## config.mk

```make
export PLATFORM = sky130hd
export DESIGN_NAME = rotary_encoder_with_switch_unit
export DESIGN_NICKNAME = d
export VERILOG_FILES = /design/src/design/rews_pkg.sv /design/src/design/rews_regs.sv /design/src/design/rews_quad.sv /design/src/design/rews_switch.sv /design/src/design/rotary_encoder_with_switch_unit.sv
export SDC_FILE = /design/constraint.sdc
export NUM_CORES = 1
export LEC_CHECK = 0
export BUFFER_PORTS_ARGS = -buffer_cell sky130_fd_sc_hd__buf_2
export CAP_MARGIN = 20
export CORE_ASPECT_RATIO = 1.4
export CORE_MARGIN = 2
export CORE_UTILIZATION = 59
export CTS_BUF_LIST = sky130_fd_sc_hd__clkbuf_8
export CTS_CLUSTER_SIZE = 28
export DETAILED_ROUTE_END_ITERATION = 10
export PLACE_DENSITY = 0.77
export SLEW_MARGIN = 20
export SYNTH_ARGS = -nofsm -noshare
export SYNTH_HDL_FRONTEND = slang
export SYNTH_SLANG_ARGS = --single-unit
```

## constraint.sdc

```tcl
create_clock -name i_clk -period 6.15 [get_ports i_clk]
set_input_delay 1.23 -clock i_clk [delete_from_list [all_inputs] [get_ports i_clk]]
set_output_delay 1.23 -clock i_clk [all_outputs]
set_load 0.02 [all_outputs]
```

## src/design/rews_pkg.sv

```systemverilog
package rews_pkg;

    // Field widths fixed by the item formats
    localparam int DELTA_W   = 16;
    localparam int DEB_W     = 10;
    localparam int LONG_W    = 14;
    localparam int TIMER_W   = 16;
    localparam int APB_W     = 32;
    localparam int APB_AW    = 3;

    // Quadrature phase codes {A, B}, in clockwise order
    localparam logic [1:0] PH_11 = 2'b11;
    localparam logic [1:0] PH_01 = 2'b01;
    localparam logic [1:0] PH_00 = 2'b00;
    localparam logic [1:0] PH_10 = 2'b10;

    // Register indexes (paddr[2])
    localparam logic REG_DEBOUNCE   = 1'b0;
    localparam logic REG_LONG_PRESS = 1'b1;

    localparam logic [DEB_W-1:0]  DEBOUNCE_RST   = 10'd50;
    localparam logic [LONG_W-1:0] LONG_PRESS_RST = 14'd600;

    typedef struct packed {
        logic pin_a;
        logic pin_b;
        logic switch_down;
        logic ms_tick;
        logic take;
    } t_in_item;

    typedef struct packed {
        logic signed [DELTA_W-1:0] delta;
        logic                      pressed;
        logic                      long_press;
        logic                      held;
    } t_out_item;

    typedef struct packed {
        logic [DEB_W-1:0]  deb_limit;
        logic [LONG_W-1:0] long_limit;
    } t_cfg;

    // True for one of the four clockwise Gray steps
    function automatic logic cw_step(input logic [1:0] from_ph, input logic [1:0] to_ph);
        logic hit;
        hit = ((from_ph == PH_11) && (to_ph == PH_01)) ||
              ((from_ph == PH_01) && (to_ph == PH_00)) ||
              ((from_ph == PH_00) && (to_ph == PH_10)) ||
              ((from_ph == PH_10) && (to_ph == PH_11));
        return hit;
    endfunction

endpackage

```

## src/design/rews_regs.sv

```systemverilog
module rews_regs (
    input  logic                        i_clk,
    input  logic                        i_rst_n,
    input  logic                        psel,
    input  logic                        penable,
    input  logic                        pwrite,
    input  logic [rews_pkg::APB_AW-1:0] paddr,
    input  logic [rews_pkg::APB_W-1:0]  pwdata,
    output logic [rews_pkg::APB_W-1:0]  prdata,
    output logic                        pready,
    output rews_pkg::t_cfg              o_cfg
);
    import rews_pkg::*;

    logic [DEB_W-1:0]  r_debounce;
    logic [LONG_W-1:0] r_long_press;
    logic              wr_en;

    assign wr_en  = psel && penable && pwrite;
    assign pready = 1'b1;

    always_ff @(posedge i_clk) begin
        if (!i_rst_n) begin
            r_debounce   <= DEBOUNCE_RST;
            r_long_press <= LONG_PRESS_RST;
        end else if (wr_en) begin
            case (paddr[2])
                REG_DEBOUNCE:   r_debounce   <= pwdata[DEB_W-1:0];
                REG_LONG_PRESS: r_long_press <= pwdata[LONG_W-1:0];
                default: ;
            endcase
        end
    end

    always_comb begin
        case (paddr[2])
            REG_DEBOUNCE:   prdata = APB_W'(r_debounce);
            REG_LONG_PRESS: prdata = APB_W'(r_long_press);
            default:        prdata = '0;
        endcase
    end

    assign o_cfg.deb_limit  = r_debounce;
    assign o_cfg.long_limit = r_long_press;

endmodule

```

## src/design/rews_quad.sv

```systemverilog
module rews_quad #(
    parameter int TICKS_PER_DETENT = 4,
    parameter int COUNT_WIDTH      = 16
) (
    input  logic                                i_clk,
    input  logic                                i_rst_n,
    input  logic                                i_step,
    input  logic [1:0]                          i_phase,
    input  logic                                i_take,
    output logic signed [rews_pkg::DELTA_W-1:0] o_delta
);
    import rews_pkg::*;

    localparam int CW = COUNT_WIDTH;
    localparam int RW = $clog2(TICKS_PER_DETENT) + 1;
    localparam int EW = (CW > DELTA_W) ? CW : DELTA_W;

    localparam logic signed [CW-1:0] C_MAX = {1'b0, {(CW-1){1'b1}}};
    localparam logic signed [CW-1:0] C_MIN = {1'b1, {(CW-1){1'b0}}};
    localparam logic signed [RW-1:0] R_TOP = RW'(TICKS_PER_DETENT - 1);
    localparam logic signed [RW-1:0] R_BOT = RW'(1 - TICKS_PER_DETENT);
    localparam logic signed [EW-1:0] D_MAX = EW'(32767);
    localparam logic signed [EW-1:0] D_MIN = EW'(-32768);
    localparam logic signed [EW-1:0] TPD   = EW'(TICKS_PER_DETENT);

    // Count kept together with its truncated quotient and remainder,
    // so the detent value never needs a divider.
    logic [1:0]             r_last_phase;
    logic signed [CW-1:0]   r_count, n_count;
    logic signed [CW-1:0]   r_quot, n_quot;
    logic signed [RW-1:0]   r_rem, n_rem;

    logic                   chg, cw, up, dn, neg, pos;
    logic signed [CW-1:0]   c_dec, q_dec;
    logic signed [EW-1:0]   q_ext, q_clamp, prod;

    always_comb begin
        chg   = (i_phase != r_last_phase);
        cw    = cw_step(r_last_phase, i_phase);
        up    = chg && cw && (r_count != C_MAX);
        dn    = chg && !cw && (r_count != C_MIN);
        neg   = r_count[CW-1];
        pos   = !neg && (r_count != '0);
        c_dec = r_count;
        q_dec = r_quot;
        n_rem = r_rem;

        if (up) begin
            c_dec = r_count + CW'(1);
            if (!neg) begin
                if (r_rem == R_TOP) begin
                    q_dec = r_quot + CW'(1);
                    n_rem = '0;
                end else begin
                    n_rem = r_rem + RW'(1);
                end
            end else begin
                if (r_rem == '0) begin
                    q_dec = r_quot + CW'(1);
                    n_rem = R_BOT;
                end else begin
                    n_rem = r_rem + RW'(1);
                end
            end
        end else if (dn) begin
            c_dec = r_count - CW'(1);
            if (pos) begin
                if (r_rem == '0) begin
                    q_dec = r_quot - CW'(1);
                    n_rem = R_TOP;
                end else begin
                    n_rem = r_rem - RW'(1);
                end
            end else begin
                if (r_rem == R_BOT) begin
                    q_dec = r_quot - CW'(1);
                    n_rem = '0;
                end else begin
                    n_rem = r_rem - RW'(1);
                end
            end
        end

        // Take: whole detents out, remainder stays
        q_ext = EW'(q_dec);
        if (q_ext > D_MAX) begin
            q_clamp = D_MAX;
        end else if (q_ext < D_MIN) begin
            q_clamp = D_MIN;
        end else begin
            q_clamp = q_ext;
        end
        prod = q_clamp * TPD;

        if (i_take) begin
            n_count = c_dec - CW'(prod);
            n_quot  = q_dec - CW'(q_clamp);
            o_delta = DELTA_W'(q_clamp);
        end else begin
            n_count = c_dec;
            n_quot  = q_dec;
            o_delta = '0;
        end
    end

    always_ff @(posedge i_clk) begin
        if (!i_rst_n) begin
            r_last_phase <= PH_11;
            r_count      <= '0;
            r_quot       <= '0;
            r_rem        <= '0;
        end else if (i_step) begin
            r_last_phase <= i_phase;
            r_count      <= n_count;
            r_quot       <= n_quot;
            r_rem        <= n_rem;
        end
    end

endmodule

```

## src/design/rews_switch.sv

```systemverilog
module rews_switch (
    input  logic           i_clk,
    input  logic           i_rst_n,
    input  logic           i_step,
    input  logic           i_raw,
    input  logic           i_tick,
    input  logic           i_take,
    input  rews_pkg::t_cfg i_cfg,
    output logic           o_pressed,
    output logic           o_long_press,
    output logic           o_held
);
    import rews_pkg::*;

    logic               r_raw_prev;
    logic               r_state, n_state;
    logic [TIMER_W-1:0] r_stable, n_stable;
    logic [TIMER_W-1:0] r_press, n_press;
    logic               r_fired, n_fired;
    logic               r_pflag;
    logic               r_lflag;

    logic               raw_chg, edge_ok, press_edge, rel_edge, fire, fired_mid;
    logic [TIMER_W-1:0] press_inc;

    always_comb begin
        raw_chg = (i_raw != r_raw_prev);
        if (raw_chg) begin
            n_stable = '0;
        end else if (i_tick && (r_stable != '1)) begin
            n_stable = r_stable + TIMER_W'(1);
        end else begin
            n_stable = r_stable;
        end

        if (i_tick && r_state && (r_press != '1)) begin
            press_inc = r_press + TIMER_W'(1);
        end else begin
            press_inc = r_press;
        end

        edge_ok    = (n_stable > TIMER_W'(i_cfg.deb_limit));
        press_edge = edge_ok && i_raw && !r_state;
        rel_edge   = edge_ok && !i_raw && r_state;

        n_state   = press_edge ? 1'b1 : (rel_edge ? 1'b0 : r_state);
        n_press   = press_edge ? '0 : press_inc;
        fired_mid = press_edge ? 1'b0 : r_fired;

        fire    = n_state && !fired_mid && (n_press >= TIMER_W'(i_cfg.long_limit));
        n_fired = fired_mid || fire;

        o_pressed    = r_pflag || (rel_edge && !r_fired);
        o_long_press = r_lflag || fire;
        o_held       = n_state;
    end

    always_ff @(posedge i_clk) begin
        if (!i_rst_n) begin
            r_raw_prev <= 1'b0;
            r_state    <= 1'b0;
            r_stable   <= '0;
            r_press    <= '0;
            r_fired    <= 1'b0;
            r_pflag    <= 1'b0;
            r_lflag    <= 1'b0;
        end else if (i_step) begin
            r_raw_prev <= i_raw;
            r_state    <= n_state;
            r_stable   <= n_stable;
            r_press    <= n_press;
            r_fired    <= n_fired;
            r_pflag    <= o_pressed && !i_take;
            r_lflag    <= o_long_press && !i_take;
        end
    end

endmodule

```

## src/design/rotary_encoder_with_switch_unit.sv

```systemverilog
// Channel   | direction | handshake                  | payload
// ----------+-----------+----------------------------+---------------------------------
// in        | to block  | i_in_valid / o_in_ready    | i_in_item  (pins, switch, tick, take)
// out       | from block| o_out_valid / i_out_ready  | o_out_item (delta, flags, held)
// cfg       | to block  | psel/penable/pwrite/pready | paddr, pwdata, prdata
//
// One item per clock sustained while the out side does not stall. An
// accepted item is held in the input register; its encoder and switch
// update is computed from there and lands in the output register, from
// which the result is offered. Reset (i_rst_n low, synchronous) empties
// both registers and restores the counters, flags and register defaults.
// A stall on the out side holds the output register; one more item
// waits in the input register.
module rotary_encoder_with_switch_unit #(
    parameter int TICKS_PER_DETENT = 4,
    parameter int COUNT_WIDTH      = 16
) (
    input  logic                        i_clk,
    input  logic                        i_rst_n,
    // input items
    input  logic                        i_in_valid,
    output logic                        o_in_ready,
    input  rews_pkg::t_in_item          i_in_item,
    // result items
    output logic                        o_out_valid,
    input  logic                        i_out_ready,
    output rews_pkg::t_out_item         o_out_item,
    // register port
    input  logic                        psel,
    input  logic                        penable,
    input  logic                        pwrite,
    input  logic [rews_pkg::APB_AW-1:0] paddr,
    input  logic [rews_pkg::APB_W-1:0]  pwdata,
    output logic [rews_pkg::APB_W-1:0]  prdata,
    output logic                        pready
);
    import rews_pkg::*;

    logic      r_in_valid;
    t_in_item  r_in_item;
    logic      r_out_valid;
    t_out_item r_out_item;
    t_out_item n_out_item;
    t_cfg      cfg;

    logic      in_acc;
    logic      adv;     // item moves from input register to output register

    assign adv        = r_in_valid && (!r_out_valid || i_out_ready);
    assign o_in_ready = !r_in_valid || adv;
    assign in_acc     = i_in_valid && o_in_ready;

    rews_regs u_regs (
        .i_clk   (i_clk),
        .i_rst_n (i_rst_n),
        .psel    (psel),
        .penable (penable),
        .pwrite  (pwrite),
        .paddr   (paddr),
        .pwdata  (pwdata),
        .prdata  (prdata),
        .pready  (pready),
        .o_cfg   (cfg)
    );

    // Quadrature count and detent take
    rews_quad #(
        .TICKS_PER_DETENT (TICKS_PER_DETENT),
        .COUNT_WIDTH      (COUNT_WIDTH)
    ) u_quad (
        .i_clk   (i_clk),
        .i_rst_n (i_rst_n),
        .i_step  (adv),
        .i_phase ({r_in_item.pin_a, r_in_item.pin_b}),
        .i_take  (r_in_item.take),
        .o_delta (n_out_item.delta)
    );

    // Switch debounce, short and long press
    rews_switch u_switch (
        .i_clk        (i_clk),
        .i_rst_n      (i_rst_n),
        .i_step       (adv),
        .i_raw        (r_in_item.switch_down),
        .i_tick       (r_in_item.ms_tick),
        .i_take       (r_in_item.take),
        .i_cfg        (cfg),
        .o_pressed    (n_out_item.pressed),
        .o_long_press (n_out_item.long_press),
        .o_held       (n_out_item.held)
    );

    always_ff @(posedge i_clk) begin
        if (!i_rst_n) begin
            r_in_valid  <= 1'b0;
            r_out_valid <= 1'b0;
        end else begin
            if (in_acc) begin
                r_in_valid <= 1'b1;
            end else if (adv) begin
                r_in_valid <= 1'b0;
            end
            if (adv) begin
                r_out_valid <= 1'b1;
            end else if (i_out_ready) begin
                r_out_valid <= 1'b0;
            end
        end
    end

    // Payload registers, no reset needed
    always_ff @(posedge i_clk) begin
        if (in_acc) begin
            r_in_item <= i_in_item;
        end
        if (adv) begin
            r_out_item <= n_out_item;
        end
    end

    assign o_out_valid = r_out_valid;
    assign o_out_item  = r_out_item;

endmodule

```

## Word level (Yosys, flattened, before mapping)

Index checks and enable logic that the tools add are counted.

| operators by class | value |
|---|---|
| $add $sub $neg | 10 |
| $lt $le $gt $ge | 4 |
| eq/ne operators | 14 |
| muxes and demuxes | 34 |
| bitwise operators | 1 |
| reductions and logical operators | 52 |

Operator list:

| cell | number |
|---|---|
| two-way mux 16 bit | 18 |
| inequality test 16 bit, second input constant | 4 |
| one-hot mux 32 bit (2 select lines) | 1 |
| adder 16 x 1 -> 16 bit, second input constant | 2 |
| adder 16 x 2 -> 16 bit, second input constant | 2 |
| subtractor 16 bit | 2 |
| subtractor 16 x 2 -> 16 bit, second input constant | 2 |
| logical AND 1 bit | 25 |
| two-way mux 3 bit | 8 |
| greater-or-equal comparator 16 x 14 -> 1 bit | 1 |
| > comparator 16 x 10 -> 1 bit | 1 |
| > comparator 16 bit, second input constant | 1 |
| < comparator 16 bit, second input constant | 1 |
| nonzero test 16 bit | 1 |
| zero test 1 bit | 9 |
| equality test 2 bit, second input constant | 4 |
| logical OR 1 bit | 8 |
| two-way mux 1 bit | 7 |
| equality test 3 bit, second input constant | 2 |
| AND reduction 2 bit | 3 |
| nonzero test 2 bit | 3 |
| equality test 2 x 1 -> 1 bit, second input constant | 2 |
| zero test 2 bit | 2 |
| adder 3 x 2 -> 3 bit, second input constant | 1 |
| other kinds (5) | 5 |

| storage, ports and cells | value |
|---|---|
| bits in registers | 124 |
| input bits | 47 |
| output and inout port bits | 54 |
| word-level logic and storage cells | 139 |

## Depth between registers and ports, before layout

| depth | value |
|---|---|
| depth after elaboration | 15 |
| mapped depth | 27 |
| depth with buffers taken out | 25 |

## By module

A second synthesis with hierarchy kept.

| second synthesis, totals | value |
|---|---|
| cells, all modules | 1105 |
| area total of the unflattened synthesis | 9188.8 um^2 |

Modules (own cells, without submodules):

| module | times used | cells each | area each (um^2) | seq. area each (um^2) |
|---|---|---|---|---|
| rews_quad | 1 | 511 | 3812.4 | 740.7 |
| rews_switch | 1 | 422 | 3240.6 | 740.7 |
| rews_regs | 1 | 139 | 1311.3 | 480.5 |
| rotary_encoder_with_switch_unit | 1 | 33 | 824.5 | 760.7 |

## Worst setup path before layout

Ideal clock, no wire load.

| timing | value |
|---|---|
| kind | flip-flop to flip-flop |
| from | reg u_switch.r_stable[0] |
| to | reg r_out_item, in the netlist o_out_item[1], data pin |
| setup time | 0.262 ns |
| arrival time | 5.070 ns |
| data required time | 5.888 ns |
| setup slack | 0.818 ns |
| stages on the path, launching flop included | 27 |
| buffers on the path | 2 |
| period minus slack after synthesis | 5.332 ns |
| cell sequence | dfxtp_1 -> ha_1 -> nand4_1 -> or4_1 -> o21a_1 -> nand2_1 -> xor2_1 -> nor2_1 -> ha_1 -> and4_1 -> nand3_1 -> o21ai_0 -> a31o_2 -> o211a_1 -> nor2_2 -> buf_4 -> buf_2 -> nor2_1 -> ha_1 -> a21o_1 -> a21o_1 -> a2111oi_0 -> o41ai_1 -> o22ai_1 -> inv_1 -> a21oi_1 -> o31ai_1 |

| between the ends | value |
|---|---|
| elaborated cells between the ends (all ways) | 19 |
| those cells by class | add/sub (1); order compare (2); eq/ne (1); mux (6); reduce/logical (9) |

RTL lines:

| element | RTL line | text |
|---|---|---|
| start: declaration | rews_switch.sv:17 | `logic [TIMER_W-1:0] r_stable, n_stable;` |
| start signal: assignment | rews_switch.sv:70 | `r_stable <= n_stable;` |
| parallel branches: the longest is 2 deep, another holds adder 16 x 1 -> 16 bit | n/a |  |
| two-way mux 16 bit (*) | rews_switch.sv:30 | `end else if (i_tick && (r_stable != '1)) begin` |
| two-way mux 16 bit (*) | rews_switch.sv:28 | `if (raw_chg) begin` |
| named net u_switch.n_stable[3] | rews_switch.sv:17 |  |
| > comparator 16 x 10 -> 1 bit (*) | rews_switch.sv:42 | `edge_ok = (n_stable > TIMER_W'(i_cfg.deb_limit));` |
| logical AND 1 bit (*) (2 in series) | rews_switch.sv:43 | `press_edge = edge_ok && i_raw && !r_state;` |
| two-way mux 16 bit (*) | rews_switch.sv:47 | `n_press = press_edge ? '0 : press_inc;` |
| named net u_switch.n_press[9] | rews_switch.sv:18 | `logic [TIMER_W-1:0] r_press, n_press;` |
| greater-or-equal comparator 16 x 14 -> 1 bit (*) | rews_switch.sv:50 | `fire = n_state && !fired_mid && (n_press >= TIMER_W'(i_cfg.long_limit));` |
| logical AND 1 bit (*) | rews_switch.sv:50 |  |
| logical OR 1 bit (*) | rews_switch.sv:54 | `o_long_press = r_lflag \|\| fire;` |
| named net u_switch.o_long_press | rews_switch.sv:10 | `output logic o_long_press,` |
| end signal: assignment | rotary_encoder_with_switch_unit.sv:117 | `r_out_item <= n_out_item;` |
| end: declaration | rotary_encoder_with_switch_unit.sv:42 | `t_out_item r_out_item;` |

Mark *: on every way through the listed nets, which the timed path passes.
A chain may end at the register's enable or synchronous reset.

## Worst setup path after layout

Same ends and word-level chain as after synthesis.

==> impl_metrics.toml <==
[grt]
grt_pass1_vias = 7584
grt_antenna_before_repair = 0
grt_pass1_wl_mm = 35.2
overflow = 0
grt_usage_pct = 27.5
grt_max_degree = 82

[sta]
holdWs_ps = 457
setup_tns_ps = 0
worst_pin_slew_ps = 828
report.final.slew_viol_count = 0
hold_viol_final = 0
skew_ps = 9.38
post-route-period-util_pct = 92.0
rsz0062_at_grt = "no"
worst_slack_ps = 493
setup_viol = 0
relSlewSlack_pct = 44.6
max_freq_mhz = 177
final.min_clock_period_ps = 5660

[route]
vias_per_cell = 6.07
avgRoutedWirePerCell_um = 15.9
drtIter0Drc = 477
via_count = 8122
drt_wl_total_mm = 21.2
drcViolationCount = 0
firstDrtPassIters = 5
antenna_left = 0

[yosys]
synth_edf_count = 24
synth_warnings = 0
synthCells = 1105
synth-seq-area-share_pct = 31.5
netlist_area_um2 = 8630
synth_flop_cell = "dfxtp_1"
avgSynthCellArea_um2 = 7.81
async_flop_share_pct = 0
synthDistinctLibCells = 78
ys_ff_latch = 124

[clocking]
clockRootBuffer = "clkbuf_8"
worstSkewPairLatency_ps = 440
cts_max_level = 4
clock_sinks = 124
clock_path_buffers = 2
cts_tree = "yes"
path_clk_slew_ps = 70
ctsHoldBuffers = 0
cts_made_buffers = 17

[placed_design]
gp_congestion = 0.905
dpl.cell_count = 1306
hpwl_mm = 15.2
pre_cts_ws_ps = 406
io_buffers = 61

[worst_setup_path]
critPathMaxFanout = 9
startpoint_type = "flop"
crit_family = "compound AO/OA/AOI/OAI gates"
path_class = "flop to flop"
cpPeakStageDelay_ps = 550
crit_buf_inv = 1
critPathCaptureType = "flop"
cp.arrival_ps = 5840
crit_cells = 25
cpMostUsedCell = "ha_1"
r2r_cells = 25
crit_required_ps = 6330
crit_slowest_cell = "or4_1"

[cells_and_area]
final_cell_mix = "nand2_1, dfxtp_1, nor2_1"
fin_cells = 1339
nFillCells = 1277
synthToLayoutAreaGrowth_pct = 8.86
n_antenna_cell = 0
drive_gt1_share_pct = 11.5
register_area_um2 = 2720
fin_nets = 1235
multiInputGateArea_um2 = 5400
layout_commonest_cell = "nand2_1"

[floorplanning]
die_y_um = 147
die-width_um = 106
initial_core_util_pct = 60.0
die_area_um2 = 15600
num_rows = 52
io_pins = 101
core_um2 = 14400

[power_and_ir_drop]
power_density_nw_per_um2 = 290
leakage_nw = 3.70
peakVddDrop_mv = 0.222

[outcome]
status = "completed"

[min_path]
min_delay_path_depth = 2
hold_path_class = "flop to flop"

[flow_run]
max_cap_violations = 0
==> worst reg2reg max path, cell delays in order, from the launching register on <==
cell       delay (ps)
dfxtp_1           410
ha_1              260
nand4_1           160
or4_1             550
o21a_1            290
nand3_1           170
o21ai_0           100
a21oi_1           230
ha_1              290
nand2_1            90
nor2_1             60
nand3_1            90
o21ai_0            80
a31o_2            240
o211a_1           180
nor2_4            220
nor2_1             90
ha_1              300
a21o_1            160
a21o_1            180
a2111oi_2         350
o41ai_1           120
o22ai_1           340
inv_1              70
a21oi_1           270
o31ai_1           120
==> Yosys cell counts (15+ instances only) <==
cell / number / area share (%)
ha_1: 50 / 7.2
a21oi_1: 83 / 4.8
nand3_1: 55 / 3.2
nor2_1: 90 / 3.9
nand4_1: 18 / 1.3
dfxtp_1: 100 / 23
nor3_1: 32 / 1.9
and3_1: 16 / 1.2
edfxtp_1: 24 / 8.3
a21o_1: 16 / 1.4
inv_1: 53 / 2.3
nand2_1: 143 / 6.2
buf_4: 22 / 1.9
clkbuf_1: 47 / 2.0
o311ai_0: 15 / 1.5
o21ai_0: 55 / 3.2
xor2_1: 27 / 2.7
xnor2_1: 30 / 3.0
==> power breakdown <==
| group | total [mW] | leakage, nW | internal [mW] | switching [mW] |
|---|---|---|---|---|
| clock network | 0.809 | 0.235 | 0.476 | 0.333 |
| logic | 0.983 | 2.42 | 0.403 | 0.580 |
| registers | 0.931 | 1.04 | 0.875 | 0.0558 |
==> area by class of cell <==
cell class / instances / area share [%]
clock buffers: 17 / 2.49
clock inverters: 15 / 2.20
inverters: 53 / 2.12
multi-input cells: 867 / 57.4
flip-flops and latches: 124 / 29.0
well taps: 189 / 2.52
repair buffers: 74 / 4.29
==> cells by family (layout without fill, tap and decap cells) <==
family	count (synthesis)	in the layout	synth area share, %
compound gates	280	280	21.3
xor+xnor	57	57	5.78
fa+ha+maj	51	51	7.48
buf+inv	133	159	6.97
flops	124	124	31.5
mux	11	11	1.29
other cells	2	21	0.0870
simple gates	447	447	25.5
==> worst paths after layout <==
path,from,slack (ps),endpoint
setup / recovery,u_switch.r_stable[0],490,o_out_item[1]
hold reg to reg,u_regs.r_long_press[12],460,u_regs.r_long_press[12]
setup reg to reg,u_switch.r_stable[0],490,o_out_item[1]
hold / removal,u_regs.r_long_press[12],460,u_regs.r_long_press[12]
==> state kept, by name, summed over array words and instances, names as in the netlist, 2 cells and up <==
signal	flops
o_out_item	19
u_quad.r_count	16
u_quad.r_quot	16
u_switch.r_press	16
u_switch.r_stable	16
u_regs.r_long_press	14
u_regs.r_debounce	10
r_in_item	5
u_quad.r_rem	3
u_quad.r_last_phase	2
==> routing by layer <==
layer,global-route usage [%],vias up,part of all wire [%]
li1,-,4032,-
met1,31.8,3826,41
met2,49.1,215,51
met3,4.66,49,4.0
met4,12.8,0,3.5
met5,0,-,0
==> repair_timing <==
action                     in CTS  in global routing
gates resized for setup         0                  3
buffers inserted                0                  1
setup endpoints to repair       0                  3
==> stage by stage <==
stage	power [mW]	area [um2]	utilization, %
6_report	2.72	9400	65.4
5_1_grt	2.88	9400	65.4
4_1_cts	2.73	9380	65.2
3_5_place_dp	1.92	8940	62.1
3_3_place_gp	1.90	8940	62.1
2_1_floorplan	1.72	8700	-
Power figures use the tool's default switching activity.
